## config.mk

```make
export PLATFORM = sky130hd
export DESIGN_NAME = ttc_queue
export DESIGN_NICKNAME = d
export VERILOG_FILES = /design/src/design/ttc_pkg.sv /design/src/design/ttc_queue.sv
export SDC_FILE = /design/constraint.sdc
export NUM_CORES = 1
export LEC_CHECK = 0
export ABC_AREA = 1
export BUFFER_PORTS_ARGS = -buffer_cell sky130_fd_sc_hd__buf_4
export CAP_MARGIN = 20
export CORE_ASPECT_RATIO = 0.75
export CORE_MARGIN = 2
export CORE_UTILIZATION = 52
export CTS_CLUSTER_SIZE = 25
export DETAILED_ROUTE_END_ITERATION = 12
export PLACE_DENSITY_LB_ADDON = 0.1
export SLEW_MARGIN = 20
export SYNTH_ARGS = -nofsm -noshare
export SYNTH_HDL_FRONTEND = slang
export SYNTH_SLANG_ARGS = --single-unit
```

## constraint.sdc

```tcl
create_clock -name clk -period 9.52 [get_ports clk]
set_clock_uncertainty 0.05 [all_clocks]
set_input_delay 0.952 -clock clk [delete_from_list [all_inputs] [get_ports clk]]
set_output_delay 0.952 -clock clk [all_outputs]
set_load 0.03 [all_outputs]
```

## src/design/ttc_pkg.sv

```systemverilog
// ----------------------------------------------------------------------------
// ttc_pkg
// Types, constants and the arctangent table shared by the compass blocks.
// ----------------------------------------------------------------------------
`default_nettype none

package ttc_pkg;

  // sample averages in Q16.8, offset-corrected magnetometer values one bit wider
  typedef logic signed [24:0] avg_t;
  typedef logic signed [25:0] magc_t;

  // binary angle, 2^32 is a full turn
  typedef logic signed [33:0] ang_t;

  typedef struct packed {
    avg_t  ax;
    avg_t  ay;
    avg_t  az;
    magc_t mx;
    magc_t my;
    magc_t mz;
  } ttc_item_t;

  typedef struct packed {
    logic [8:0]         gain;
    logic signed [15:0] off_x;
    logic signed [15:0] off_y;
    logic signed [15:0] off_z;
  } cfg_t;

  typedef struct packed {
    logic start;
    logic vec;
  } cor_ctl_t;

  typedef enum logic [1:0] {
    REG_GAIN  = 2'd0,
    REG_OFF_X = 2'd1,
    REG_OFF_Y = 2'd2,
    REG_OFF_Z = 2'd3
  } reg_idx_t;

  typedef enum logic [1:0] {
    COR_IDLE,
    COR_NORM,
    COR_ITER,
    COR_DONE
  } cor_state_t;

  typedef enum logic [3:0] {
    BK_IDLE,
    BK_ATAN_ROLL,
    BK_SC_ROLL,
    BK_MUL_A,
    BK_MUL_B,
    BK_ATAN_PITCH,
    BK_SC_PITCH,
    BK_ATAN_HEAD,
    BK_OUT
  } bk_state_t;

  typedef enum logic [3:0] {
    OP_DEN0 = 4'd0,
    OP_DEN1 = 4'd1,
    OP_BOT0 = 4'd2,
    OP_BOT1 = 4'd3,
    OP_T1   = 4'd4,
    OP_T2   = 4'd5,
    OP_T3   = 4'd6,
    OP_RL0  = 4'd7,
    OP_RL1  = 4'd8,
    OP_PT0  = 4'd9,
    OP_PT1  = 4'd10,
    OP_HD0  = 4'd11,
    OP_HD1  = 4'd12
  } mul_op_t;

  localparam logic [8:0]         GAIN_RESET    = 9'd51;
  localparam logic [8:0]         GAIN_ONE      = 9'd256;
  localparam ang_t               ANG_HALF      = 34'sd2147483648;
  localparam ang_t               ANG_QUARTER   = 34'sd1073741824;
  localparam logic signed [35:0] COR_K         = 36'sh026DD3B6A;
  localparam logic signed [35:0] NORM_LIMIT    = 36'sd536870912;
  localparam logic signed [35:0] NORM_COARSE   = 36'sd33554432;
  localparam logic signed [31:0] ANGLE_TO_OUT  = 32'sd1510060666;
  localparam logic signed [15:0] FULL_TURN_OUT = 16'sd23040;
  localparam int                 TAB_IDX_W     = 5;

  function automatic ang_t atan_entry(input logic [TAB_IDX_W-1:0] idx);
    ang_t r;
    case (idx)
      5'd0:    r = 34'sh020000000;
      5'd1:    r = 34'sh012E4051E;
      5'd2:    r = 34'sh009FB385B;
      5'd3:    r = 34'sh0051111D4;
      5'd4:    r = 34'sh0028B0D43;
      5'd5:    r = 34'sh00145D7E1;
      5'd6:    r = 34'sh000A2F61E;
      5'd7:    r = 34'sh000517C55;
      5'd8:    r = 34'sh00028BE53;
      5'd9:    r = 34'sh000145F2F;
      5'd10:   r = 34'sh0000A2F98;
      5'd11:   r = 34'sh0000517CC;
      5'd12:   r = 34'sh000028BE6;
      5'd13:   r = 34'sh0000145F3;
      5'd14:   r = 34'sh00000A2FA;
      5'd15:   r = 34'sh00000517D;
      5'd16:   r = 34'sh0000028BE;
      5'd17:   r = 34'sh00000145F;
      5'd18:   r = 34'sh000000A30;
      5'd19:   r = 34'sh000000518;
      5'd20:   r = 34'sh00000028C;
      5'd21:   r = 34'sh000000146;
      5'd22:   r = 34'sh0000000A3;
      5'd23:   r = 34'sh000000051;
      default: r = '0;
    endcase
    return r;
  endfunction

endpackage

`default_nettype wire

```

## src/design/ttc_queue.sv

```systemverilog
// ----------------------------------------------------------------------------
// ttc_queue
// Two-entry queue of smoothed sensor sets between front and back.
// ----------------------------------------------------------------------------
`default_nettype none

module ttc_queue (
  input  wire logic               clk,
  input  wire logic               rst,
  input  wire logic               push,
  input  wire ttc_pkg::ttc_item_t push_item,
  output logic                    full,
  input  wire logic               pop,
  output logic                    empty,
  output ttc_pkg::ttc_item_t      head_item
);

  ttc_pkg::ttc_item_t entries [2];
  logic               wr_ptr;
  logic               rd_ptr;
  logic [1:0]         count;

  assign full      = (count == 2'd2);
  assign empty     = (count == 2'd0);
  assign head_item = entries[rd_ptr];

  always_ff @(posedge clk) begin
    if (rst) begin
      wr_ptr <= 1'b0;
      rd_ptr <= 1'b0;
      count  <= 2'd0;
    end else begin
      if (push) begin
        wr_ptr <= !wr_ptr;
      end
      if (pop) begin
        rd_ptr <= !rd_ptr;
      end
      if (push && !pop) begin
        count <= count + 2'd1;
      end else if (pop && !push) begin
        count <= count - 2'd1;
      end
    end
  end

  always_ff @(posedge clk) begin
    if (push) begin
      entries[wr_ptr] <= push_item;
    end
  end

endmodule

`default_nettype wire

```

==> metrics.yaml, run 1 <==
gp_congestion: 0.7540
fin_crit_sh_pct: 40.43
r2r-end: "entries[0][93]"
final_cell_mix: "316 x buf_4, 306 x edfxtp_1, 83 x mux2_2"
post_cts_buffers: 0
ff2ff_path_depth: 4
maxSlewViolCount: 0
hpwlAfterDp_um: 15220
hold_class: "reg2reg"
ff2ff_setup_slack_ns: 6.54
ys_ff_latch: 311
grt_overflow: 0
placedCellCount: 1102
dieArea_um2: 23420
worst-endpoint-arrival_ns: 2.85
yosysWarnings: 0
worstSetupEndpoint: "head_item[141]"
cts_max_path_buffers: 3
area_growth_pct: 31.05
switchingPower_mw: 0.7658
power.leakage_nw: 5.829
wl_um: 22490
firstDrtPassIters: 6
fill_cells: 1427
synthesis.nets: 667
setup-tns-final_ns: 0
cts_buffers: 30
routedWlPerCell_um: 19.40
io_buffers: 311
finalSetupViolCount: 0
via_per_inst: 5.019
root_buffer: "clkbuf_16"
rsz0062_at_grt: "no"
die_y_um: 133.0
die_w_um: 176.0
fmax_mhz: 259.8
crit_path_start_kind: "register"
power_frac_seq_pct: 50.2
grt_pass1_vias: 6121
dr.first_iter.drc_count: 340
path_clk_slew_ns: 0.06
ff_latch_area_um2: 9293
antenna_found_initial: 0
cp_max_fo: 57
yosysSeqAreaShare_pct: 80.48
insertion_delay_ns: 0.54
hold_viol_final: 0
whs_ns: 0.4795
cp.required_ns: 8.52
comb_power_share_pct: 15.1
core_area_um2: 21930
rows: 47
p_int_mw: 2.446
diodes: 0
worst_pin_slew_ns: 1.036
p_clk_share_pct: 34.6
sw_frac_of_total_pct: 23.84
layout_commonest_cell: "buf_4"
r2r_start: "wr_ptr"
cts_sinks: 311
cts_max_level: 1
layout-drive-gt1-share_pct: 59.77
initial_utilization_pct: 52.62
finalNonFillerCells: 1159
grt_max_degree: 85
cts_resized: 0
holdBufCountCts: 0
status: "complete, no violations"
cellPowerDensity_nw_per_um2: 212.4
tritoncts: "done"
netlist_instances: 509
grt.total_usage_pct: 18.71
worst_setup_path_end_kind: "primary output"
ir_drop_mv: 0.1842
crit_type: "reg2out"
drc: 0
vias: 5817
syn_area_per_cell_um2: 22.68
relSlewSlack_pct: 30.93
grt_pass1_wl_um: 33510
fin_nets: 999
ios: 312
synth_area_um2: 11540
yosys.cell_types.count: 16
multi_input_area_um2: 2086
fin_util_pct: 68.96
period_needed_ns: 3.849
maxCapViolCount: 0
drtAntennaViolNets: 0
power_mw: 3.212
-- cell families after synthesis --
family	count (synthesis)	share of synthesized area [%]
AND/OR/NAND/NOR	15	0.5312
adder cells (fa/ha/maj)	1	0.1084
buffers and inverters	26	1.518
XOR/XNOR	1	0.07589
multiplexers	153	17.20
flip-flops	311	80.48
AO/OA/AOI/OAI	2	0.08664
-- worst max-delay path: stages, from the launching register on --
cell	delay, ns
dfxtp_4	0.86
buf_4	0.83
mux2_4	0.36
buf_4	0.17
-- synth_stat cells --
master / number / area, um2
nand4_1: 1 / 6.260
a21oi_1: 1 / 5.000
ha_1: 1 / 12.51
nor2_1: 7 / 26.28
buf_6: 9 / 101.4
xnor2_1: 1 / 8.760
inv_1: 9 / 33.78
nand2_1: 5 / 18.77
dfxtp_1: 5 / 100.1
nand3_1: 1 / 5.000
o21ai_0: 1 / 5.000
buf_2: 8 / 40.04
nor3_1: 1 / 5.000
mux2_2: 83 / 934.7
edfxtp_1: 306 / 9189
mux2_4: 70 / 1051
-- registers in the layout, summed over array words and instances (netlist names), named ones only --
register  flops
entries     306
count         2
rd_ptr        1
wr_ptr        1
-- how the worst min path moves through the flow --
stage | endpoint | cells after the start | start | slack, ns
after global placement | rd_ptr | 2 | rd_ptr | 0.44
after floorplan | register | 2 | rd_ptr | 0.43
after CTS | register | 2 | rd_ptr | 0.48
after detailed placement | register | 2 | rd_ptr | 0.46
after global routing | entries[1][102] | 1 | push_item[102] | 0.52
final | register | 2 | rd_ptr | 0.48
-- metal layers --
layer | part of all wire, % | GRT usage, % | up-vias | wire [um]
met1 | 38 | 22.12 | 2861 | 8447
met2 | 50 | 32.20 | 238 | 11270
li1 | - | - | 2674 | -
met4 | 3.4 | 6.290 | 0 | 755
met5 | 0 | 0 | - | 0
met3 | 9.0 | 6.379 | 44 | 2017
-- power groups by stage --
stage	clock, mW	combinational [mW]	sequential [mW]
3_5_place_dp	0	0.489	1.64
3_3_place_gp	0	0.481	1.64
6_report	1.11	0.486	1.61
5_1_grt	1.19	0.510	1.62
4_1_cts	1.14	0.490	1.62
2_1_floorplan	0	0.309	1.64
-- per-stage QoR --
stage               instance area (um2)  setup slack (ns)
finish                            15130             5.671
global placement                  14160             5.610
floorplan                         11540             1.409
CTS                               15100             5.598
detailed placement                14160             5.522
global route                      15130             5.527
-- final cells by class --
type                       count  share of cell area (%)
tap                          294                   2.432
multi-input combinational    172                   13.79
clock buffer                  33                   5.178
sequential                   311                   61.44
clock inverter                23                   1.042
timing repair buffer         317                   15.87
inverter                       9                  0.2564
Note: power is estimated with default switching activity, not from simulation.
==> run 2, diff against run 1 <==
- clock period: 9.52 -> 3.99 ns (I/O delays scaled with it)
==> run 2 against run 1 <==
Net effect:
- routed wire length grew 11%
- count of clock-buffer cells in the layout grew 1
- worst hold slack lost 0.45 ns
- non-clock buffer count grew 155
- register-to-register slack lost 4.7 ns
- sequential cell count is the same
- sequential power grew 140%
- critical path depth is the same
- global-route usage grew 2.4 points
- clock power grew to 2.7 times the previous value
- largest power group unchanged
==> metrics.yaml, run 2 (synthesized netlist as in run 1, its figures left out) <==
status: "complete, no violations"
grt_pass1_vias: 7159
ff2ff_setup_slack_ns: 1.88
maxCapViolCount: 0
grt_max_degree: 108
worst_setup_path_end_kind: "primary output"
vias: 6464
fmax_mhz: 370.3
regMostFlops: "entries"
layout-drive-gt1-share_pct: 50.93
grt_pass1_wl_um: 38450
firstDrtPassIters: 5
core_area_um2: 21930
routedWlPerCell_um: 19.06
insertion_delay_ns: 0.54
dieArea_um2: 23420
crit_family: "buffers and inverters"
root_buffer: "clkbuf_16"
hpwlAfterDp_um: 15710
worst-endpoint-arrival_ns: 2.25
cts_max_level: 1
r2r-end: "entries[1][140]"
via_per_inst: 4.916
r2r_start: "wr_ptr"
top_regs: "entries: 306 flops, count: 2 flops"
cts_buffers: 31
wl_um: 25060
ios: 312
finalSetupViolCount: 0
grt.total_usage_pct: 21.15
max_stage_delay_ns: 0.58
crit_path_top_delay_cell: "dfxtp_4"
post_cts_buffers: 0
drc: 0
crit_path_start_kind: "register"
hold_viol_final: 0
final_cell_mix: "316 x buf_4, 306 x edfxtp_1, 153 x dlygate4sd3_1"
fin_nets: 1155
antenna_found_initial: 0
post-place-ws_ns: 1.811
path_buf_inv: 2
layout_commonest_cell: "buf_4"
crit_cells: 3
dr.first_iter.drc_count: 474
cp_max_fo: 77
maxSlewViolCount: 0
fin_crit_sh_pct: 67.68
die_w_um: 176.0
worst_pin_slew_ns: 1.066
gp_congestion: 0.7931
cts_sinks: 311
rows: 47
cts_max_path_buffers: 3
rsz0062_at_grt: "no"
die_y_um: 133.0
setup-tns-final_ns: 0
drtAntennaViolNets: 0
io_buffers: 311
ff2ff_path_depth: 3
power.leakage_nw: 6.531
largest_reg_flops: 306
tritoncts: "done"
path_clk_slew_ns: 0.06
grt_overflow: 0
hold_class: "in2reg"
initial_utilization_pct: 52.62
worstSetupEndpoint: "head_item[144]"
cp.required_ns: 3.54
setup_ws_ns: 1.290
diodes: 0
crit_type: "reg2out"
cellPowerDensity_nw_per_um2: 482.4
area_growth_pct: 45.52
cp_cell_sequence: "buf_12 -> mux2_2 -> buf_4"
ir_drop_mv: 0.4050
relSlewSlack_pct: 28.91
period_needed_ns: 2.700
run 2: changes by cell type in the layout (fill, tap and decap cells not counted), sizes merged:
cell	previous run	this run
clkinv	19	15
dlygate4sd3	0	153
inv	9	10
clkbuf	33	34
bufinv	2	6
buf	317	319
clkinvlp	2	1
run 2: worst min-delay path by stage:
| stage | endpoint | depth (start not counted) | start |
|---|---|---|---|
| 4_1_cts | entries[1][110] | 1 | push_item[110] |
| 2_1_floorplan | register | 1 | rst |
| 6_report | entries[1][110] | 1 | push_item[110] |
| 3_3_place_gp | count[0] | 2 | count[0] |
| 5_1_grt | entries[0][110] | 1 | push_item[110] |
| 3_5_place_dp | rd_ptr | 2 | rd_ptr |
run 2: area by class of cell:
| class | count | area, um2 |
|---|---|---|
| Clock inverter | 23 | 260.3 |
| Inverter | 9 | 38.79 |
| Fill cell | 1251 | 5139 |
| Sequential cell | 311 | 9293 |
| Multi-Input combinational cell | 172 | 2086 |
| Timing Repair Buffer | 472 | 3964 |
| Clock buffer | 34 | 787.0 |
| Tap cell | 294 | 367.9 |
run 2: per-layer routing:
layer | vias to the layer above | global-route usage [%] | wire length, um
li1 | 2981 | - | -
met1 | 3195 | 25.99 | 9755
met2 | 243 | 37.69 | 13040
met3 | 45 | 5.000 | 1643
met4 | 0 | 5.647 | 622
met5 | - | 0 | 0
run 2: repair_timing:
action,CTS,global route
endpoints found under the hold margin,307,0
endpoints found under the setup margin,0,0
hold buffers,153,0
resized for setup,0,0
run 2: per-stage QoR:
step	hold slack, ns	cell area (um2)	std cells	power [mW]	utilization (%)
final	0.03260	16800	1315	8.103	76.57
after global routing	0.003136	16800	1315	8.369	76.57
after CTS	0.001418	16800	1315	8.163	76.57
after detailed placement	0.4550	14220	1105	5.096	64.82
after global placement	0.4479	14220	1105	5.064	64.82
after floorplan	0.4214	11550	509	4.635	-
run 2: power breakdown:
group          total (mW)  internal, mW  switching [mW]
clock network        2.95          1.80            1.15
logic                1.31         0.617           0.695
registers            3.84          3.79          0.0526
