### config.mk
export PLATFORM = sky130hd
export DESIGN_NAME = ttc_front_flat
export DESIGN_NICKNAME = d
export VERILOG_FILES = /design/src/design/ttc_pkg.sv /design/src/design/ttc_if.sv /design/src/design/ttc_front.sv /design/src/flat_wrapper.sv
export SDC_FILE = /design/constraint.sdc
export NUM_CORES = 2
export LEC_CHECK = 0
export ABC_AREA = 1
export BUFFER_PORTS_ARGS = -buffer_cell sky130_fd_sc_hd__buf_2
export CAP_MARGIN = 40
export CORE_UTILIZATION = 61
export DETAILED_ROUTE_END_ITERATION = 10
export PLACE_DENSITY = 0.79
export SKIP_CTS_REPAIR_TIMING = 1
export SLEW_MARGIN = 20
export SYNTH_ARGS = -nofsm -noshare
export SYNTH_HDL_FRONTEND = slang
export SYNTH_SLANG_ARGS = --single-unit
### constraint.sdc
create_clock -name clk -period 22.7 [get_ports clk]
set_clock_uncertainty 0.2 [all_clocks]
set_input_delay 3.405 -clock clk [delete_from_list [all_inputs] [get_ports clk]]
set_output_delay 3.405 -clock clk [all_outputs]
set_load 0.01 [all_outputs]
### src/design/ttc_pkg.sv
// ----------------------------------------------------------------------------
// ttc_pkg
// Types, constants and the arctangent table shared by the compass blocks.
// ----------------------------------------------------------------------------
`default_nettype none

package ttc_pkg;

  // sample averages in Q16.8, offset-corrected magnetometer values one bit wider
  typedef logic signed [24:0] avg_t;
  typedef logic signed [25:0] magc_t;

  // binary angle, 2^32 is a full turn
  typedef logic signed [33:0] ang_t;

  typedef struct packed {
    avg_t  ax;
    avg_t  ay;
    avg_t  az;
    magc_t mx;
    magc_t my;
    magc_t mz;
  } ttc_item_t;

  typedef struct packed {
    logic [8:0]         gain;
    logic signed [15:0] off_x;
    logic signed [15:0] off_y;
    logic signed [15:0] off_z;
  } cfg_t;

  typedef struct packed {
    logic start;
    logic vec;
  } cor_ctl_t;

  typedef enum logic [1:0] {
    REG_GAIN  = 2'd0,
    REG_OFF_X = 2'd1,
    REG_OFF_Y = 2'd2,
    REG_OFF_Z = 2'd3
  } reg_idx_t;

  typedef enum logic [1:0] {
    COR_IDLE,
    COR_NORM,
    COR_ITER,
    COR_DONE
  } cor_state_t;

  typedef enum logic [3:0] {
    BK_IDLE,
    BK_ATAN_ROLL,
    BK_SC_ROLL,
    BK_MUL_A,
    BK_MUL_B,
    BK_ATAN_PITCH,
    BK_SC_PITCH,
    BK_ATAN_HEAD,
    BK_OUT
  } bk_state_t;

  typedef enum logic [3:0] {
    OP_DEN0 = 4'd0,
    OP_DEN1 = 4'd1,
    OP_BOT0 = 4'd2,
    OP_BOT1 = 4'd3,
    OP_T1   = 4'd4,
    OP_T2   = 4'd5,
    OP_T3   = 4'd6,
    OP_RL0  = 4'd7,
    OP_RL1  = 4'd8,
    OP_PT0  = 4'd9,
    OP_PT1  = 4'd10,
    OP_HD0  = 4'd11,
    OP_HD1  = 4'd12
  } mul_op_t;

  localparam logic [8:0]         GAIN_RESET    = 9'd51;
  localparam logic [8:0]         GAIN_ONE      = 9'd256;
  localparam ang_t               ANG_HALF      = 34'sd2147483648;
  localparam ang_t               ANG_QUARTER   = 34'sd1073741824;
  localparam logic signed [35:0] COR_K         = 36'sh026DD3B6A;
  localparam logic signed [35:0] NORM_LIMIT    = 36'sd536870912;
  localparam logic signed [35:0] NORM_COARSE   = 36'sd33554432;
  localparam logic signed [31:0] ANGLE_TO_OUT  = 32'sd1510060666;
  localparam logic signed [15:0] FULL_TURN_OUT = 16'sd23040;
  localparam int                 TAB_IDX_W     = 5;

  function automatic ang_t atan_entry(input logic [TAB_IDX_W-1:0] idx);
    ang_t r;
    case (idx)
      5'd0:    r = 34'sh020000000;
      5'd1:    r = 34'sh012E4051E;
      5'd2:    r = 34'sh009FB385B;
      5'd3:    r = 34'sh0051111D4;
      5'd4:    r = 34'sh0028B0D43;
      5'd5:    r = 34'sh00145D7E1;
      5'd6:    r = 34'sh000A2F61E;
      5'd7:    r = 34'sh000517C55;
      5'd8:    r = 34'sh00028BE53;
      5'd9:    r = 34'sh000145F2F;
      5'd10:   r = 34'sh0000A2F98;
      5'd11:   r = 34'sh0000517CC;
      5'd12:   r = 34'sh000028BE6;
      5'd13:   r = 34'sh0000145F3;
      5'd14:   r = 34'sh00000A2FA;
      5'd15:   r = 34'sh00000517D;
      5'd16:   r = 34'sh0000028BE;
      5'd17:   r = 34'sh00000145F;
      5'd18:   r = 34'sh000000A30;
      5'd19:   r = 34'sh000000518;
      5'd20:   r = 34'sh00000028C;
      5'd21:   r = 34'sh000000146;
      5'd22:   r = 34'sh0000000A3;
      5'd23:   r = 34'sh000000051;
      default: r = '0;
    endcase
    return r;
  endfunction

endpackage

`default_nettype wire

### src/design/ttc_if.sv
// ----------------------------------------------------------------------------
// ttc_if
// Valid/ready channels for the raw sensor set and the angle result.
// ----------------------------------------------------------------------------
`default_nettype none

interface ttc_sample_if;
  logic               valid;
  logic               ready;
  logic signed [15:0] accel_x;
  logic signed [15:0] accel_y;
  logic signed [15:0] accel_z;
  logic signed [15:0] mag_x;
  logic signed [15:0] mag_y;
  logic signed [15:0] mag_z;

  modport source (output valid, accel_x, accel_y, accel_z, mag_x, mag_y, mag_z,
                  input ready);
  modport sink (input valid, accel_x, accel_y, accel_z, mag_x, mag_y, mag_z,
                output ready);
endinterface


`default_nettype wire

### src/design/ttc_front.sv
// ----------------------------------------------------------------------------
// ttc_front
// Takes raw sensor sets, runs the exponential averages and hard-iron
// correction, and pushes the smoothed set into the work queue.
// ----------------------------------------------------------------------------
`default_nettype none

module ttc_front (
  input  wire logic         clk,
  input  wire logic         rst,
  input  wire ttc_pkg::cfg_t cfg,
  ttc_sample_if.sink        sample,
  input  wire logic         q_full,
  output logic              push,
  output ttc_pkg::ttc_item_t push_item
);

  logic               held;
  logic signed [15:0] s_ax, s_ay, s_az, s_mx, s_my, s_mz;
  ttc_pkg::avg_t      acc_avg [3];
  ttc_pkg::avg_t      mag_avg [3];
  ttc_pkg::avg_t      acc_new [3];
  ttc_pkg::avg_t      mag_new [3];
  logic [8:0]         beta;

  function automatic ttc_pkg::avg_t smooth(input ttc_pkg::avg_t avg,
                                           input logic signed [15:0] s,
                                           input logic [8:0] b);
    logic signed [25:0] diff;
    logic signed [35:0] prod;
    logic signed [35:0] rnd;
    logic signed [35:0] res;
    diff = 26'(avg) - $signed({{2{s[15]}}, s, 8'b0});
    prod = 36'(diff) * 36'($signed({1'b0, b}));
    rnd  = (prod + 36'sd128) >>> 8;
    res  = 36'(avg) - rnd;
    return res[24:0];
  endfunction

  function automatic ttc_pkg::magc_t correct(input ttc_pkg::avg_t avg,
                                             input logic signed [15:0] off);
    return 26'(avg) - $signed({{2{off[15]}}, off, 8'b0});
  endfunction

  assign beta         = (cfg.gain > ttc_pkg::GAIN_ONE) ? ttc_pkg::GAIN_ONE : cfg.gain;
  assign push         = held && !q_full;
  assign sample.ready = !held || !q_full;

  always_comb begin
    acc_new[0] = smooth(acc_avg[0], s_ax, beta);
    acc_new[1] = smooth(acc_avg[1], s_ay, beta);
    acc_new[2] = smooth(acc_avg[2], s_az, beta);
    mag_new[0] = smooth(mag_avg[0], s_mx, beta);
    mag_new[1] = smooth(mag_avg[1], s_my, beta);
    mag_new[2] = smooth(mag_avg[2], s_mz, beta);
    push_item.ax = acc_new[0];
    push_item.ay = acc_new[1];
    push_item.az = acc_new[2];
    push_item.mx = correct(mag_new[0], cfg.off_x);
    push_item.my = correct(mag_new[1], cfg.off_y);
    push_item.mz = correct(mag_new[2], cfg.off_z);
  end

  always_ff @(posedge clk) begin
    if (rst) begin
      held <= 1'b0;
    end else if (sample.valid && sample.ready) begin
      held <= 1'b1;
    end else if (push) begin
      held <= 1'b0;
    end
  end

  always_ff @(posedge clk) begin
    if (sample.valid && sample.ready) begin
      s_ax <= sample.accel_x;
      s_ay <= sample.accel_y;
      s_az <= sample.accel_z;
      s_mx <= sample.mag_x;
      s_my <= sample.mag_y;
      s_mz <= sample.mag_z;
    end
  end

  always_ff @(posedge clk) begin
    if (rst) begin
      for (int k = 0; k < 3; k++) begin
        acc_avg[k] <= '0;
        mag_avg[k] <= '0;
      end
    end else if (push) begin
      for (int k = 0; k < 3; k++) begin
        acc_avg[k] <= acc_new[k];
        mag_avg[k] <= mag_new[k];
      end
    end
  end

endmodule

`default_nettype wire

### src/flat_wrapper.sv
// flat-port wrapper written by rule: the top's interface ports become plain ports
module ttc_front_flat 
  (clk, rst, cfg, q_full, push, push_item, sample_valid, sample_accel_x, sample_accel_y, sample_accel_z, sample_mag_x, sample_mag_y, sample_mag_z, sample_ready);
  ttc_sample_if sample_i ();
  input  wire logic clk;
  input  wire logic rst;
  input  wire ttc_pkg::cfg_t cfg;
  input  wire logic q_full;
  output logic push;
  output ttc_pkg::ttc_item_t push_item;
  input wire logic [$bits(sample_i.valid)-1:0] sample_valid;
  input wire logic [$bits(sample_i.accel_x)-1:0] sample_accel_x;
  input wire logic [$bits(sample_i.accel_y)-1:0] sample_accel_y;
  input wire logic [$bits(sample_i.accel_z)-1:0] sample_accel_z;
  input wire logic [$bits(sample_i.mag_x)-1:0] sample_mag_x;
  input wire logic [$bits(sample_i.mag_y)-1:0] sample_mag_y;
  input wire logic [$bits(sample_i.mag_z)-1:0] sample_mag_z;
  output wire logic [$bits(sample_i.ready)-1:0] sample_ready;
  assign sample_i.valid = sample_valid;
  assign sample_i.accel_x = sample_accel_x;
  assign sample_i.accel_y = sample_accel_y;
  assign sample_i.accel_z = sample_accel_z;
  assign sample_i.mag_x = sample_mag_x;
  assign sample_i.mag_y = sample_mag_y;
  assign sample_i.mag_z = sample_mag_z;
  assign sample_ready = sample_i.ready;
  ttc_front u_core (.clk(clk), .rst(rst), .cfg(cfg), .sample(sample_i), .q_full(q_full), .push(push), .push_item(push_item));
endmodule
==> tab_implementation.tex <==
\begin{tabular}{lr}
\hline
Metric & Value \\
\hline
\multicolumn{2}{l}{\textbf{Timing}} \\
\quad Summed negative setup slack over all endpoints & 0 ns \\
\quad Slew @ Worst Pin & 0.9209 ns \\
\quad Final Max Slew Viols & 0 \\
\quad RSZ-0062 raised after global routing & false \\
\quad Max-Slew Margin vs Limit & 38.16\% \\
\quad Setup Viol. Count Final & 0 \\
\quad Fmax & 0.05807 GHz \\
\quad Min Clock Period, post-route & 17.22 ns \\
\quad Final critical-path share of the clock period & 75.86\% \\
\quad Number of hold violations in the final report & 0 \\
\multicolumn{2}{l}{\textbf{Finish}} \\
\quad Fraction of layout cells with a size suffix above 1 & 5.666\% \\
\quad Number of standard cells in the layout, taps in and fillers out & 10.81k \\
\quad Number of inserted filler cells in the final layout & 9772 \\
\quad Most frequent cells in the layout & inv\_1 (2111), nand2\_1 (1677), fa\_1 (1095), nor2\_1 (1091), ha\_1 (861) \\
\quad Area growth from synthesis to final layout & 5.917\% \\
\quad Leading cell type in the layout, fill and taps excluded & inv\_1 \\
\quad Total number of nets in the final design & 11.39k \\
\quad Post-layout instance area & 75080 um\^{}2 \\
\multicolumn{2}{l}{\textbf{Detailed routing}} \\
\quad Total via count after detailed routing & 59.97k \\
\quad Routed len/inst & 17.66 um \\
\quad Drt first pass iters & 6 \\
\quad Routed Wire Length & 190.9 mm \\
\quad Average via count per standard cell & 5.545 \\
\quad Remaining antenna violation count after routing & 0 \\
\quad Number of design-rule violations left by the first detailed-router iteration & 4018 \\
\quad DR DRC count & 0 \\
\multicolumn{2}{l}{\textbf{Floorplan}} \\
\quad Die area & 117600 um\^{}2 \\
\quad Horizontal die dimension & 342.9 um \\
\quad Standard-cell rows & 124 \\
\quad Initial core utilization & 61.74\% \\
\quad Core region area & 114800 um\^{}2 \\
\quad Boundary Pins & 312 \\
\quad Die extent in y & 342.9 um \\
\multicolumn{2}{l}{\textbf{Global route}} \\
\quad Aggregate global-route resource usage & 32.91\% \\
\quad Pin count of the biggest net entering global routing & 73 \\
\quad Global-route wire length before repair & 310.2 mm \\
\quad Initial antenna violation count & 0 \\
\quad Number of global-route vias before repair & 62.46k \\
\quad Leftover overflow at the end of global routing & 0 \\
\multicolumn{2}{l}{\textbf{Critical path}} \\
\quad Required time at the endpoint of the critical path & 19.10 ns \\
\quad Startpoint type of the worst setup path & input port \\
\quad Most used cell along the critical path & fa\_1 \\
\quad Top delay family on crit path & adder cells \\
\quad Delay of the slowest critical-path stage & 0.69 ns \\
\quad Largest fanout on the critical path & 46 \\
\quad Sort of element at the end of the critical path & primary output \\
\quad Critical Path Slowest Stage Cell & buf\_4 \\
\quad Worst Path Arrival & 13.61 ns \\
\quad CP Class & in -> out \\
\quad Sum of buffers and inverters on the critical path & 8 \\
\multicolumn{2}{l}{\textbf{Yosys}} \\
\quad Synth warn & 0 \\
\quad Mean area per synthesized cell & 7.797 um\^{}2 \\
\quad Main synth FF type & edfxtp\_1 \\
\quad Dominant cells by area after synthesis & fa\_1 (31\%), ha\_1 (15\%), inv\_1 (11\%), edfxtp\_1 (10\%), nand2\_1 (8.9\%) \\
\quad Number of synthesized register bits & 247 \\
\quad Area share of the leading cell type in the synthesized netlist & 30.93\% \\
\quad Cell area after synthesis & 70880 um\^{}2 \\
\quad Async set-reset flop share out of synthesis & 0\% \\
\quad Mapped Nets & 11.20k \\
\quad Number of library cell types mapped by synthesis & 69 \\
\quad Synthesized instance count & 9091 \\
\quad Yosys top cell by area & fa\_1 \\
\quad Number of flops mapped to enable cells by yosys & 246 \\
\quad Sequential share of the synthesized area & 10.45\% \\
\multicolumn{2}{l}{\textbf{Clocking}} \\
\quad H-tree depth & 2 \\
\quad CTS tree & built \\
\quad Clock sink count & 247 \\
\quad CTS buffer count & 35 \\
\quad Clock Latency Late Sink & 0.61 ns \\
\quad Register clock-pin slew on the reported worst setup and hold paths & 0.06 ns \\
\quad Max clock buf depth & 3 \\
\quad Clock Root Buffer & clkbuf\_16 \\
\multicolumn{2}{l}{\textbf{Placement}} \\
\quad Cell count after placement & 10.75k \\
\quad Post-place instance area & 73840 um\^{}2 \\
\quad GPL Wtd Cong & 0.9713 \\
\quad Sum of net half-perimeters after detailed placement & 158.6 mm \\
\quad Count of port buffers added during placement & 311 \\
\multicolumn{2}{l}{\textbf{Flow run}} \\
\quad Max-Cap Viols & 0 \\
\multicolumn{2}{l}{\textbf{Min path}} \\
\quad Worst hold path type & reg -> reg \\
\multicolumn{2}{l}{\textbf{Status}} \\
\quad Result of the run & finished, final reports clean \\
\hline
\end{tabular}
[layer usage]
| metal | GRT usage, % | up-vias | wire (um) |
|---|---|---|---|
| met5 | 0 | - | 0 |
| met4 | 14.34 | 0 | 8699 |
| met2 | 58.76 | 2106 | 95900 |
| li1 | - | 28190 | - |
| met3 | 3.951 | 509 | 10980 |
| met1 | 39.85 | 29160 | 75370 |
[worst paths after layout]
check | from | end | slack (ns) | depth (start not counted)
worst max-delay path | cfg[52] | push_item[74] | 5.48 | 41
worst min-delay path | u_core.held$_SDFFE_PP0P_ | u_core.held$_SDFFE_PP0P_ | 0.34 | 2
worst max register to register | u_core.s_my[0]$_DFFE_PP_ | u_core.mag_avg[0][49]$_SDFFCE_PN0P_ | 13.08 | 40
worst min register to register | u_core.held$_SDFFE_PP0P_ | u_core.held$_SDFFE_PP0P_ | 0.34 | 2
[cell families (layout without fill, tap and decap cells)]
logic type / count (synthesis) / in the layout / share of synthesized area (%)
AOI/OAI and AO/OA: 949 / 949 / 7.770
xor gates and xnor gates: 398 / 398 / 4.928
adders and majority gates: 1956 / 1956 / 46.12
buffers and inverters: 2320 / 2530 / 12.47
DFF: 247 / 247 / 10.45
other: 0 / 1 / 0
and+or+nand+nor: 3221 / 3221 / 18.26
[flip-flops by register name, indices dropped and copies added (netlist names)]
register	cells
u_core.s_az	16
u_core.s_mx	16
u_core.s_ax	16
u_core.mag_avg	75
u_core.s_my	16
u_core.s_mz	16
u_core.held	1
u_core.s_ay	16
u_core.acc_avg	75
[worst min-delay path, delay by kind of cell (launching register included)]
family / cells / cell delay [ns]
compound gates: 1 / 0.06
flops: 1 / 0.35
simple gates: 1 / 0.09
[synthesized netlist by cell type (50+ instances only)]
| master | n |
|---|---|
| a21o_1 | 50 |
| a21oi_1 | 471 |
| clkbuf_1 | 138 |
| edfxtp_1 | 246 |
| fa_1 | 1095 |
| ha_1 | 861 |
| inv_1 | 2113 |
| nand2_1 | 1682 |
| nand3_1 | 218 |
| nor2_1 | 1091 |
| nor3_1 | 69 |
| o21ai_0 | 188 |
| xnor2_1 | 162 |
| xor2_1 | 235 |
[final cells by class]
type | count | area (um^2) | share of cell area [%]
Multi-Input combinational cell | 6524 | 54700 | 72.86
Inverter | 2120 | 7968 | 10.61
Sequential cell | 247 | 7407 | 9.866
Timing Repair Buffer | 348 | 1929 | 2.570
Tap cell | 1512 | 1892 | 2.520
Clock buffer | 37 | 883.3 | 1.177
Clock inverter | 25 | 296.5 | 0.3950
Antenna cell | 1 | 2.502 | 0.003333
[through the flow]
step / util, % / worst slack [ns] / hold WS [ns]
6_report: 65.39 / 5.480 / 0.3423
5_1_grt: 65.39 / 4.740 / 0.3796
4_1_cts: 65.34 / 5.648 / 0.3404
3_5_place_dp: 64.32 / 5.687 / 0.3283
3_3_place_gp: 64.23 / 5.739 / 0.3121
2_1_floorplan: - / 7.649 / 0.3279
Power is not shown: default switching activity piles up to over one toggle a cycle in this logic, so the estimate is an artifact.
