<file path="config.mk">
export PLATFORM = sky130hd
export DESIGN_NAME = ttc_back_flat
export DESIGN_NICKNAME = d
export VERILOG_FILES = /design/src/design/ttc_pkg.sv /design/src/design/ttc_if.sv /design/src/design/ttc_cordic.sv /design/src/design/ttc_back.sv /design/src/flat_wrapper.sv
export SDC_FILE = /design/constraint.sdc
export NUM_CORES = 2
export LEC_CHECK = 0
export CAP_MARGIN = 20
export CORE_ASPECT_RATIO = 0.5
export CORE_MARGIN = 3
export CORE_UTILIZATION = 35
export DETAILED_ROUTE_END_ITERATION = 10
export DONT_BUFFER_PORTS = 1
export GPL_ROUTABILITY_DRIVEN = 0
export PLACE_DENSITY = 0.6
export SLEW_MARGIN = 15
export SYNTH_ARGS = -nofsm -noshare
export SYNTH_HDL_FRONTEND = slang
export SYNTH_SLANG_ARGS = --single-unit
</file>
<file path="constraint.sdc">
create_clock -name clk -period 11.8 [get_ports clk]
set_input_delay 0.59 -clock clk [delete_from_list [all_inputs] [get_ports clk]]
set_output_delay 0.59 -clock clk [all_outputs]
set_load 0.02 [all_outputs]
</file>
<file path="src/design/ttc_pkg.sv">
// ----------------------------------------------------------------------------
// ttc_pkg
// Types, constants and the arctangent table shared by the compass blocks.
// ----------------------------------------------------------------------------
`default_nettype none

package ttc_pkg;

  // sample averages in Q16.8, offset-corrected magnetometer values one bit wider
  typedef logic signed [24:0] avg_t;
  typedef logic signed [25:0] magc_t;

  // binary angle, 2^32 is a full turn
  typedef logic signed [33:0] ang_t;

  typedef struct packed {
    avg_t  ax;
    avg_t  ay;
    avg_t  az;
    magc_t mx;
    magc_t my;
    magc_t mz;
  } ttc_item_t;

  typedef struct packed {
    logic [8:0]         gain;
    logic signed [15:0] off_x;
    logic signed [15:0] off_y;
    logic signed [15:0] off_z;
  } cfg_t;

  typedef struct packed {
    logic start;
    logic vec;
  } cor_ctl_t;

  typedef enum logic [1:0] {
    REG_GAIN  = 2'd0,
    REG_OFF_X = 2'd1,
    REG_OFF_Y = 2'd2,
    REG_OFF_Z = 2'd3
  } reg_idx_t;

  typedef enum logic [1:0] {
    COR_IDLE,
    COR_NORM,
    COR_ITER,
    COR_DONE
  } cor_state_t;

  typedef enum logic [3:0] {
    BK_IDLE,
    BK_ATAN_ROLL,
    BK_SC_ROLL,
    BK_MUL_A,
    BK_MUL_B,
    BK_ATAN_PITCH,
    BK_SC_PITCH,
    BK_ATAN_HEAD,
    BK_OUT
  } bk_state_t;

  typedef enum logic [3:0] {
    OP_DEN0 = 4'd0,
    OP_DEN1 = 4'd1,
    OP_BOT0 = 4'd2,
    OP_BOT1 = 4'd3,
    OP_T1   = 4'd4,
    OP_T2   = 4'd5,
    OP_T3   = 4'd6,
    OP_RL0  = 4'd7,
    OP_RL1  = 4'd8,
    OP_PT0  = 4'd9,
    OP_PT1  = 4'd10,
    OP_HD0  = 4'd11,
    OP_HD1  = 4'd12
  } mul_op_t;

  localparam logic [8:0]         GAIN_RESET    = 9'd51;
  localparam logic [8:0]         GAIN_ONE      = 9'd256;
  localparam ang_t               ANG_HALF      = 34'sd2147483648;
  localparam ang_t               ANG_QUARTER   = 34'sd1073741824;
  localparam logic signed [35:0] COR_K         = 36'sh026DD3B6A;
  localparam logic signed [35:0] NORM_LIMIT    = 36'sd536870912;
  localparam logic signed [35:0] NORM_COARSE   = 36'sd33554432;
  localparam logic signed [31:0] ANGLE_TO_OUT  = 32'sd1510060666;
  localparam logic signed [15:0] FULL_TURN_OUT = 16'sd23040;
  localparam int                 TAB_IDX_W     = 5;

  function automatic ang_t atan_entry(input logic [TAB_IDX_W-1:0] idx);
    ang_t r;
    case (idx)
      5'd0:    r = 34'sh020000000;
      5'd1:    r = 34'sh012E4051E;
      5'd2:    r = 34'sh009FB385B;
      5'd3:    r = 34'sh0051111D4;
      5'd4:    r = 34'sh0028B0D43;
      5'd5:    r = 34'sh00145D7E1;
      5'd6:    r = 34'sh000A2F61E;
      5'd7:    r = 34'sh000517C55;
      5'd8:    r = 34'sh00028BE53;
      5'd9:    r = 34'sh000145F2F;
      5'd10:   r = 34'sh0000A2F98;
      5'd11:   r = 34'sh0000517CC;
      5'd12:   r = 34'sh000028BE6;
      5'd13:   r = 34'sh0000145F3;
      5'd14:   r = 34'sh00000A2FA;
      5'd15:   r = 34'sh00000517D;
      5'd16:   r = 34'sh0000028BE;
      5'd17:   r = 34'sh00000145F;
      5'd18:   r = 34'sh000000A30;
      5'd19:   r = 34'sh000000518;
      5'd20:   r = 34'sh00000028C;
      5'd21:   r = 34'sh000000146;
      5'd22:   r = 34'sh0000000A3;
      5'd23:   r = 34'sh000000051;
      default: r = '0;
    endcase
    return r;
  endfunction

endpackage

`default_nettype wire

</file>
<file path="src/design/ttc_if.sv">
// ----------------------------------------------------------------------------
// ttc_if
// Valid/ready channels for the raw sensor set and the angle result.
// ----------------------------------------------------------------------------
`default_nettype none


interface ttc_result_if;
  logic               valid;
  logic               ready;
  logic signed [14:0] roll_angle;
  logic signed [14:0] pitch_angle;
  logic [14:0]        heading_angle;

  modport source (output valid, roll_angle, pitch_angle, heading_angle, input ready);
  modport sink (input valid, roll_angle, pitch_angle, heading_angle, output ready);
endinterface

`default_nettype wire

</file>
<file path="src/design/ttc_cordic.sv">
// ----------------------------------------------------------------------------
// ttc_cordic
// Iterative CORDIC, one micro-rotation per cycle. Vectoring mode gives
// atan2(y, x) after a normalizing pre-shift; rotation mode gives cos and sin.
// ----------------------------------------------------------------------------
`default_nettype none

module ttc_cordic #(
  parameter int STAGES = 16
) (
  input  wire logic               clk,
  input  wire logic               rst,
  input  wire ttc_pkg::cor_ctl_t  ctl,
  input  wire logic signed [27:0] in_y,
  input  wire logic signed [27:0] in_x,
  input  wire ttc_pkg::ang_t      in_z,
  output logic                    done,
  output logic signed [31:0]      res_x,
  output logic signed [31:0]      res_y,
  output ttc_pkg::ang_t           res_z
);

  localparam int IW = (STAGES > 1) ? $clog2(STAGES) : 1;
  localparam logic [IW-1:0] LAST = IW'(STAGES - 1);

  ttc_pkg::cor_state_t state, state_next;
  logic signed [35:0]  x, y;
  ttc_pkg::ang_t       z;
  logic                vec;
  logic                neg;
  logic [IW-1:0]       i;
  logic signed [35:0]  xe, ye, abs_x, abs_y, xs, ys;
  logic signed [35:0]  negx, negy;
  ttc_pkg::ang_t       atan_i;
  logic                in_zero, norm_fine, norm_coarse;

  assign xe          = 36'(in_x);
  assign ye          = 36'(in_y);
  assign in_zero     = (in_x == '0) && (in_y == '0);
  assign abs_x       = x[35] ? -x : x;
  assign abs_y       = y[35] ? -y : y;
  assign norm_fine   = (abs_x < ttc_pkg::NORM_LIMIT) && (abs_y < ttc_pkg::NORM_LIMIT);
  assign norm_coarse = (abs_x < ttc_pkg::NORM_COARSE) && (abs_y < ttc_pkg::NORM_COARSE);
  assign xs          = x >>> i;
  assign ys          = y >>> i;
  assign atan_i      = ttc_pkg::atan_entry(ttc_pkg::TAB_IDX_W'(i));
  assign negx        = -x;
  assign negy        = -y;

  always_comb begin
    state_next = state;
    unique case (state)
      ttc_pkg::COR_IDLE: begin
        if (ctl.start) begin
          if (!ctl.vec) begin
            state_next = ttc_pkg::COR_ITER;
          end else if (in_zero) begin
            state_next = ttc_pkg::COR_DONE;
          end else begin
            state_next = ttc_pkg::COR_NORM;
          end
        end
      end
      ttc_pkg::COR_NORM: begin
        if (!norm_fine) begin
          state_next = ttc_pkg::COR_ITER;
        end
      end
      ttc_pkg::COR_ITER: begin
        if (i == LAST) begin
          state_next = ttc_pkg::COR_DONE;
        end
      end
      ttc_pkg::COR_DONE: state_next = ttc_pkg::COR_IDLE;
      default:           state_next = ttc_pkg::COR_IDLE;
    endcase
  end

  always_comb begin
    done  = (state == ttc_pkg::COR_DONE);
    res_x = neg ? negx[31:0] : x[31:0];
    res_y = neg ? negy[31:0] : y[31:0];
    res_z = z;
  end

  always_ff @(posedge clk) begin
    if (rst) begin
      state <= ttc_pkg::COR_IDLE;
    end else begin
      state <= state_next;
    end
  end

  always_ff @(posedge clk) begin
    case (state)
      ttc_pkg::COR_IDLE: begin
        i   <= '0;
        vec <= ctl.vec;
        if (ctl.start && ctl.vec) begin
          neg <= 1'b0;
          if (xe < 0) begin
            x <= -xe;
            y <= -ye;
            z <= (ye >= 0) ? ttc_pkg::ANG_HALF : -ttc_pkg::ANG_HALF;
          end else begin
            x <= xe;
            y <= ye;
            z <= '0;
          end
        end else if (ctl.start) begin
          x <= ttc_pkg::COR_K;
          y <= '0;
          // fold angles beyond a quarter turn, negate at the end
          if (in_z > ttc_pkg::ANG_QUARTER) begin
            z   <= in_z - ttc_pkg::ANG_HALF;
            neg <= 1'b1;
          end else if (in_z < -ttc_pkg::ANG_QUARTER) begin
            z   <= in_z + ttc_pkg::ANG_HALF;
            neg <= 1'b1;
          end else begin
            z   <= in_z;
            neg <= 1'b0;
          end
        end
      end
      ttc_pkg::COR_NORM: begin
        if (norm_coarse) begin
          x <= x <<< 4;
          y <= y <<< 4;
        end else if (norm_fine) begin
          x <= x <<< 1;
          y <= y <<< 1;
        end
      end
      ttc_pkg::COR_ITER: begin
        i <= i + 1'b1;
        if (vec ? (y > 0) : (z < 0)) begin
          x <= x + ys;
          y <= y - xs;
          z <= vec ? z + atan_i : z + atan_i;
        end else begin
          x <= x - ys;
          y <= y + xs;
          z <= z - atan_i;
        end
      end
      default: begin
      end
    endcase
  end

endmodule

`default_nettype wire

</file>
<file path="src/design/ttc_back.sv">
// ----------------------------------------------------------------------------
// ttc_back
// Sequencer that turns one smoothed set into roll, pitch and heading using
// the shared CORDIC and one shared multiplier, with a result register.
// ----------------------------------------------------------------------------
`default_nettype none

module ttc_back #(
  parameter int STAGES = 16
) (
  input  wire logic               clk,
  input  wire logic               rst,
  input  wire logic               q_empty,
  input  wire ttc_pkg::ttc_item_t q_item,
  output logic                    q_pop,
  ttc_result_if.source            result
);

  ttc_pkg::bk_state_t state, state_next;
  ttc_pkg::mul_op_t   op;
  ttc_pkg::ttc_item_t it;
  ttc_pkg::ang_t      roll, pitch, head;
  logic signed [31:0] cr, sr, cp, sp;
  logic signed [27:0] den, bot, t1, t2, t3;
  logic signed [15:0] r_out, p_out, h_out, h_wrap;
  logic signed [65:0] acc, sum, r30, r48;
  logic signed [59:0] prod;
  logic signed [27:0] mul_a;
  logic signed [31:0] mul_b;
  logic               clr, sh;
  ttc_pkg::ang_t      ang_sel;
  logic signed [27:0] ang_lo, ang_hi;
  logic               cor_start, cor_state, out_free;
  ttc_pkg::cor_ctl_t  cor_ctl;
  logic signed [27:0] cor_y, cor_x;
  ttc_pkg::ang_t      cor_z, cor_rz;
  logic               cor_done;
  logic signed [31:0] cor_rx, cor_ry;

  ttc_cordic #(.STAGES(STAGES)) u_cordic (
    .clk   (clk),
    .rst   (rst),
    .ctl   (cor_ctl),
    .in_y  (cor_y),
    .in_x  (cor_x),
    .in_z  (cor_z),
    .done  (cor_done),
    .res_x (cor_rx),
    .res_y (cor_ry),
    .res_z (cor_rz)
  );

  assign out_free  = !result.valid || result.ready;
  assign q_pop     = (state == ttc_pkg::BK_IDLE) && !q_empty;
  assign cor_state = (state_next == ttc_pkg::BK_ATAN_ROLL) ||
                     (state_next == ttc_pkg::BK_SC_ROLL) ||
                     (state_next == ttc_pkg::BK_ATAN_PITCH) ||
                     (state_next == ttc_pkg::BK_SC_PITCH) ||
                     (state_next == ttc_pkg::BK_ATAN_HEAD);

  always_comb begin
    state_next = state;
    unique case (state)
      ttc_pkg::BK_IDLE:       if (!q_empty) state_next = ttc_pkg::BK_ATAN_ROLL;
      ttc_pkg::BK_ATAN_ROLL:  if (cor_done) state_next = ttc_pkg::BK_SC_ROLL;
      ttc_pkg::BK_SC_ROLL:    if (cor_done) state_next = ttc_pkg::BK_MUL_A;
      ttc_pkg::BK_MUL_A:      state_next = ttc_pkg::BK_MUL_B;
      ttc_pkg::BK_MUL_B: begin
        if (op == ttc_pkg::OP_DEN1) begin
          state_next = ttc_pkg::BK_ATAN_PITCH;
        end else if (op == ttc_pkg::OP_T3) begin
          state_next = ttc_pkg::BK_ATAN_HEAD;
        end else if (op == ttc_pkg::OP_HD1) begin
          state_next = ttc_pkg::BK_OUT;
        end else begin
          state_next = ttc_pkg::BK_MUL_A;
        end
      end
      ttc_pkg::BK_ATAN_PITCH: if (cor_done) state_next = ttc_pkg::BK_SC_PITCH;
      ttc_pkg::BK_SC_PITCH:   if (cor_done) state_next = ttc_pkg::BK_MUL_A;
      ttc_pkg::BK_ATAN_HEAD:  if (cor_done) state_next = ttc_pkg::BK_MUL_A;
      ttc_pkg::BK_OUT:        if (out_free) state_next = ttc_pkg::BK_IDLE;
      default:                state_next = ttc_pkg::BK_IDLE;
    endcase
  end

  // cordic operands follow the state
  always_comb begin
    cor_ctl.start = cor_start;
    cor_ctl.vec   = 1'b1;
    cor_y         = '0;
    cor_x         = '0;
    cor_z         = '0;
    unique case (state)
      ttc_pkg::BK_ATAN_ROLL: begin
        cor_y = 28'(it.ay);
        cor_x = 28'(it.az);
      end
      ttc_pkg::BK_ATAN_PITCH: begin
        cor_y = -28'(it.ax);
        cor_x = den;
      end
      ttc_pkg::BK_ATAN_HEAD: begin
        cor_y = t1 - t3;
        cor_x = bot;
      end
      ttc_pkg::BK_SC_ROLL: begin
        cor_ctl.vec = 1'b0;
        cor_z       = roll;
      end
      ttc_pkg::BK_SC_PITCH: begin
        cor_ctl.vec = 1'b0;
        cor_z       = pitch;
      end
      default: begin
      end
    endcase
  end

  // multiplier operands; angle scaling is split into low and high partial products
  always_comb begin
    mul_a   = '0;
    mul_b   = '0;
    clr     = 1'b0;
    sh      = 1'b0;
    ang_sel = roll;
    if (op == ttc_pkg::OP_PT0 || op == ttc_pkg::OP_PT1) begin
      ang_sel = pitch;
    end else if (op == ttc_pkg::OP_HD0 || op == ttc_pkg::OP_HD1) begin
      ang_sel = head;
    end
    ang_lo = $signed({11'b0, ang_sel[16:0]});
    ang_hi = 28'($signed(ang_sel[33:17]));
    unique case (op)
      ttc_pkg::OP_DEN0: begin mul_a = 28'(it.ay); mul_b = sr; clr = 1'b1; end
      ttc_pkg::OP_DEN1: begin mul_a = 28'(it.az); mul_b = cr; end
      ttc_pkg::OP_BOT0: begin mul_a = 28'(it.mz); mul_b = sp; clr = 1'b1; end
      ttc_pkg::OP_BOT1: begin mul_a = 28'(it.mx); mul_b = cp; end
      ttc_pkg::OP_T1:   begin mul_a = 28'(it.my); mul_b = cr; clr = 1'b1; end
      ttc_pkg::OP_T2:   begin mul_a = 28'(it.mz); mul_b = sr; clr = 1'b1; end
      ttc_pkg::OP_T3:   begin mul_a = t2; mul_b = cp; clr = 1'b1; end
      ttc_pkg::OP_RL0, ttc_pkg::OP_PT0, ttc_pkg::OP_HD0: begin
        mul_a = ang_lo;
        mul_b = ttc_pkg::ANGLE_TO_OUT;
        clr   = 1'b1;
      end
      ttc_pkg::OP_RL1, ttc_pkg::OP_PT1, ttc_pkg::OP_HD1: begin
        mul_a = ang_hi;
        mul_b = ttc_pkg::ANGLE_TO_OUT;
        sh    = 1'b1;
      end
      default: begin
      end
    endcase
    sum    = (clr ? 66'sd0 : acc) + (sh ? (66'(prod) <<< 17) : 66'(prod));
    r30    = (sum + 66'sd536870912) >>> 30;
    r48    = (sum + (66'sd1 <<< 47)) >>> 48;
    h_wrap = h_out[15] ? h_out + ttc_pkg::FULL_TURN_OUT : h_out;
  end

  always_ff @(posedge clk) begin
    if (rst) begin
      state     <= ttc_pkg::BK_IDLE;
      cor_start <= 1'b0;
      op        <= ttc_pkg::OP_DEN0;
    end else begin
      state     <= state_next;
      cor_start <= cor_state && (state_next != state);
      if (state == ttc_pkg::BK_IDLE) begin
        op <= ttc_pkg::OP_DEN0;
      end else if (state == ttc_pkg::BK_MUL_B) begin
        op <= ttc_pkg::mul_op_t'(op + 4'd1);
      end
    end
  end

  always_ff @(posedge clk) begin
    if (q_pop) begin
      it <= q_item;
    end
    if (cor_done) begin
      case (state)
        ttc_pkg::BK_ATAN_ROLL:  roll  <= cor_rz;
        ttc_pkg::BK_ATAN_PITCH: pitch <= cor_rz;
        ttc_pkg::BK_ATAN_HEAD:  head  <= cor_rz;
        ttc_pkg::BK_SC_ROLL: begin
          cr <= cor_rx;
          sr <= cor_ry;
        end
        ttc_pkg::BK_SC_PITCH: begin
          cp <= cor_rx;
          sp <= cor_ry;
        end
        default: begin
        end
      endcase
    end
    if (state == ttc_pkg::BK_MUL_A) begin
      prod <= 60'(mul_a) * 60'(mul_b);
    end
    if (state == ttc_pkg::BK_MUL_B) begin
      acc <= sum;
      case (op)
        ttc_pkg::OP_DEN1: den   <= r30[27:0];
        ttc_pkg::OP_BOT1: bot   <= r30[27:0];
        ttc_pkg::OP_T1:   t1    <= r30[27:0];
        ttc_pkg::OP_T2:   t2    <= r30[27:0];
        ttc_pkg::OP_T3:   t3    <= r30[27:0];
        ttc_pkg::OP_RL1:  r_out <= r48[15:0];
        ttc_pkg::OP_PT1:  p_out <= r48[15:0];
        ttc_pkg::OP_HD1:  h_out <= r48[15:0];
        default: begin
        end
      endcase
    end
  end

  always_ff @(posedge clk) begin
    if (rst) begin
      result.valid <= 1'b0;
    end else if (state == ttc_pkg::BK_OUT && out_free) begin
      result.valid <= 1'b1;
    end else if (result.ready) begin
      result.valid <= 1'b0;
    end
  end

  always_ff @(posedge clk) begin
    if (state == ttc_pkg::BK_OUT && out_free) begin
      result.roll_angle    <= r_out[14:0];
      result.pitch_angle   <= p_out[14:0];
      result.heading_angle <= h_wrap[14:0];
    end
  end

endmodule

`default_nettype wire

</file>
<file path="src/flat_wrapper.sv">
// flat-port wrapper written by rule: the top's interface ports become plain ports
module ttc_back_flat 
#(
  parameter int STAGES = 16
)
  (clk, rst, q_empty, q_item, q_pop, result_valid, result_roll_angle, result_pitch_angle, result_heading_angle, result_ready);
  ttc_result_if result_i ();
  input  wire logic clk;
  input  wire logic rst;
  input  wire logic q_empty;
  input  wire ttc_pkg::ttc_item_t q_item;
  output logic q_pop;
  output wire logic [$bits(result_i.valid)-1:0] result_valid;
  output wire logic [$bits(result_i.roll_angle)-1:0] result_roll_angle;
  output wire logic [$bits(result_i.pitch_angle)-1:0] result_pitch_angle;
  output wire logic [$bits(result_i.heading_angle)-1:0] result_heading_angle;
  input wire logic [$bits(result_i.ready)-1:0] result_ready;
  assign result_valid = result_i.valid;
  assign result_roll_angle = result_i.roll_angle;
  assign result_pitch_angle = result_i.pitch_angle;
  assign result_heading_angle = result_i.heading_angle;
  assign result_i.ready = result_ready;
  ttc_back #(.STAGES(STAGES)) u_core (.clk(clk), .rst(rst), .q_empty(q_empty), .q_item(q_item), .q_pop(q_pop), .result(result_i));
endmodule
</file>
==> run_results.csv <==
group,metric,value,unit
routing,number_of_violations_reported_at_the_end_of_detailed_routing_iteration_0,7730,
timing,period_needed,11.31,ns
logic_synthesis,netlist.top_cell.by_area,"edfxtp_1",
logic_synthesis,ys_top_cells_by_area,"edfxtp_1 30%, fa_1 22%, ha_1 6.1%",
timing,timing.final.ws_setup,0.490,ns
routing,total_drc_errors_in_the_routed_layout,0,
logic_synthesis,synth_nets,10000,
layout,ff_latch_area,26400,um^2
die,num_io_pins,204,
cts,ctsRootBufferMaster,"clkbuf_16",
timing,timing.slew.headroom,20.0,%
layout,final_nets,10100,
timing,grt_setup_unrepaired,"false",
global_routing,grt-ovfl-total,0,
setup_path,worst_ep_required_time,12.26,ns
global_routing,overall_fraction_of_global_route_tracks_in_use,22.6,%
timing,worst_slew_pin_slew,1.20,ns
logic_synthesis,synthArstFlopShare,0,%
timing,final_setup_fails,0,
die,core,241000,um^2
die,placement_rows,127,
placement,dp_hpwl,227,mm
die,initial_core_utilization,35.5,%
logic_synthesis,yosys_warnings,0,
timing,fin_crit_sh,95.8,%
worst_hold_path,path_type_of_the_worst_min_delay_path,"input pin to flop",
setup_path,cp-end-kind,"flop",
logic_synthesis,synth_cell_area,85600,um^2
routing,wl_per_cell,24.4,um
global_routing,grt_util_met3,5.60,%
routing,route.detailed.vias_per_inst,5.58,
placement,detailedPlace.worstSlack,0.738,ns
die,dieHeight,356,um
global_routing,grt.met2_usage,34.9,%
timing,maxClockFrequency,88.4,MHz
logic_synthesis,synthDistinctLibCells,95,
placement,io_buffers,0,
global_routing,first_global_vias,65400,
die,die_area,251000,um^2
setup_path,critical_path_peak_fanout,14,
setup_path,cpPeakStageDelay,0.64,ns
global_routing,largest_net_degree_at_the_start_of_global_routing,83,
routing,via_total_after_detailed_routing,66200,
timing,worst_clock_skew,0.0793,ns
cts,cts_tree,"yes",
layout,filler_cell_count,23400,
logic_synthesis,synth_enable_flop_cells,850,
setup_path,critPathArrivalTime,11.77,ns
logic_synthesis,synth_cells,8530,
timing,drv_slew,0,
logic_synthesis,syn-mean-instance-area,10.0,um^2
setup_path,worstSetupStartpointType,"flop",
setup_path,worstSetupPathType,"flop to flop",
global_routing,global_route.peak_usage_layer,"met2",
setup_path,most_prevalent_standard_cell_on_the_critical_path,"fa_1",
logic_synthesis,synth-main-ff-cell,"edfxtp_1",
routing,drtPass1Iterations,10,
logic_synthesis,seq_total_area_yosys,30.8,%
layout,area_growth,10.7,%
layout,post_route_cells_drive_above_1_share,7.42,%
global_routing,grt_antenna_before_repair,11,
cts,clock_path_buffers,3,
die,chipWidth,705,um
global_routing,gr-usage-met1,30.4,%
layout,multi_input_comb_area,54000,um^2
cts,post_cts_resize_count,0,
logic_synthesis,synth-seq-cells,892,
cts,clkLatencyLatePin,0.78,ns
cts,cts_inserted_buffers,92,
routing,totalWireLength,290,mm
logic_synthesis,yosysTopAreaCellShare,29.8,%
status,status,"finished clean",
job,cap_violations,0,
timing,tns,0,ns
cts,htree_num_levels,3,
global_routing,wire_length_of_the_first_global_routing_pass,427,mm
cts,clkTransAtPathRegs,0.07,ns
timing,hold_violations,0,
cts,cts_num_sinks,892,
routing,antenna_violating_nets_post_route,0,
setup_path,critical_path.slowest_cell,"inv_1",
-- cell families (layout without fill, tap and decap cells) --
kind of cell	Yosys count	count (layout)	share of synthesized area [%]
flops	892	892	30.8
mux	284	284	4.50
simple gates	2518	2518	13.5
buf+inv	1483	1588	6.55
fa+ha+maj	1348	1348	27.9
other cells	0	10	0
compound gates	1513	1513	11.8
xor+xnor	492	492	5.04
-- cell usage in the layout, fill, tap and decap left out, drive strengths merged, types with 139 or more instances in the layout --
master and count:
mux2i 139, dlygate4sd3 155, xnor2 340, inv 1024, nor2 701, and2 147
o21ai 301, buf 243, ha 416, xor2 152, fa 932, a21oi 394
edfxtp 850, nand2 989
-- area by class of cell --
type / count / share of cell area (%)
sequential: 892 / 27.8
multi-input combinational: 6155 / 57.0
inverter: 1019 / 4.04
tap: 3225 / 4.26
timing repair buffer: 399 / 3.61
clock inverter: 57 / 0.585
antenna: 10 / 0.0264
clock buffer: 113 / 2.61
-- path summary, 6_finish.rpt --
path	depth (start not counted)	from	to	slack, ns
setup / recovery	34	u_core.op[0]$_SDFFE_PP0P_	u_core.prod[57]$_DFFE_PP_	0.49
hold / removal	2	rst	u_core.op[1]$_SDFFE_PP0P_	0.11
setup reg to reg	34	u_core.op[0]$_SDFFE_PP0P_	u_core.prod[57]$_DFFE_PP_	0.49
hold reg to reg	0	u_core.h_out[1]$_DFFE_PP_	u_core.result.heading_angle[1]$_DFFE_PP_	0.40
-- cells in the mapped netlist, drive strengths merged (51+ instances only) --
master / n
xnor2: 340
nor2: 701
fa: 932
nor3: 106
o21ai: 301
ha: 416
nand3: 99
a221oi: 61
xor2: 152
nor2b: 52
inv: 1019
and2: 147
nand4: 66
mux2: 72
edfxtp: 850
a21oi: 394
clkbuf: 403
and3: 51
a21o: 135
buf: 61
mux4: 73
mux2i: 139
nand2b: 88
nand2: 989
a31oi: 62
a22oi: 78
-- through the flow --
step                      std cells  cell area, um^2  util, %  hold slack [ns]
after floorplan                8530            85600        -            0.400
after global placement        11500            90000     37.3            0.402
after detailed placement      11500            90100     37.3            0.405
after CTS                     11900            94600     39.2           0.0472
after global routing          11900            94700     39.2           0.0871
final                         11900            94700     39.2            0.109
-- sequential cells by signal, summed over array words and instances (netlist names), 36 cells and up --
name and flops:
u_core.acc 64, u_core.it 153, u_core.prod 60, u_core.u_cordic.x 36, u_core.u_cordic.y 36
-- layer usage --
metal	part of all wire, %	up-vias
met3	10	575
met4	4.8	8
li1	-	29200
met2	44	3158
met1	41	33300
met5	0.022	-
-- what timing repair did --
action | 4_1_cts | 5_1_grt
setup buffers | 0 | 0
endpoints found under the hold margin | 161 | 0
hold buffers | 155 | 0
-- worst max-delay path, delay by kind of cell (launching register included) --
family | cells | cell delay (ns)
buffers and inverters | 5 | 1.55
flip-flops | 1 | 0.42
adder cells (fa/ha/maj) | 10 | 4.38
XOR/XNOR | 1 | 0.09
AO/OA/AOI/OAI | 12 | 2.99
multiplexers | 2 | 0.66
AND/OR/NAND/NOR | 4 | 0.90
Power is left out: the tool's default activity adds up to more than one toggle a clock period on the data nets, which glitch-free logic cannot reach.
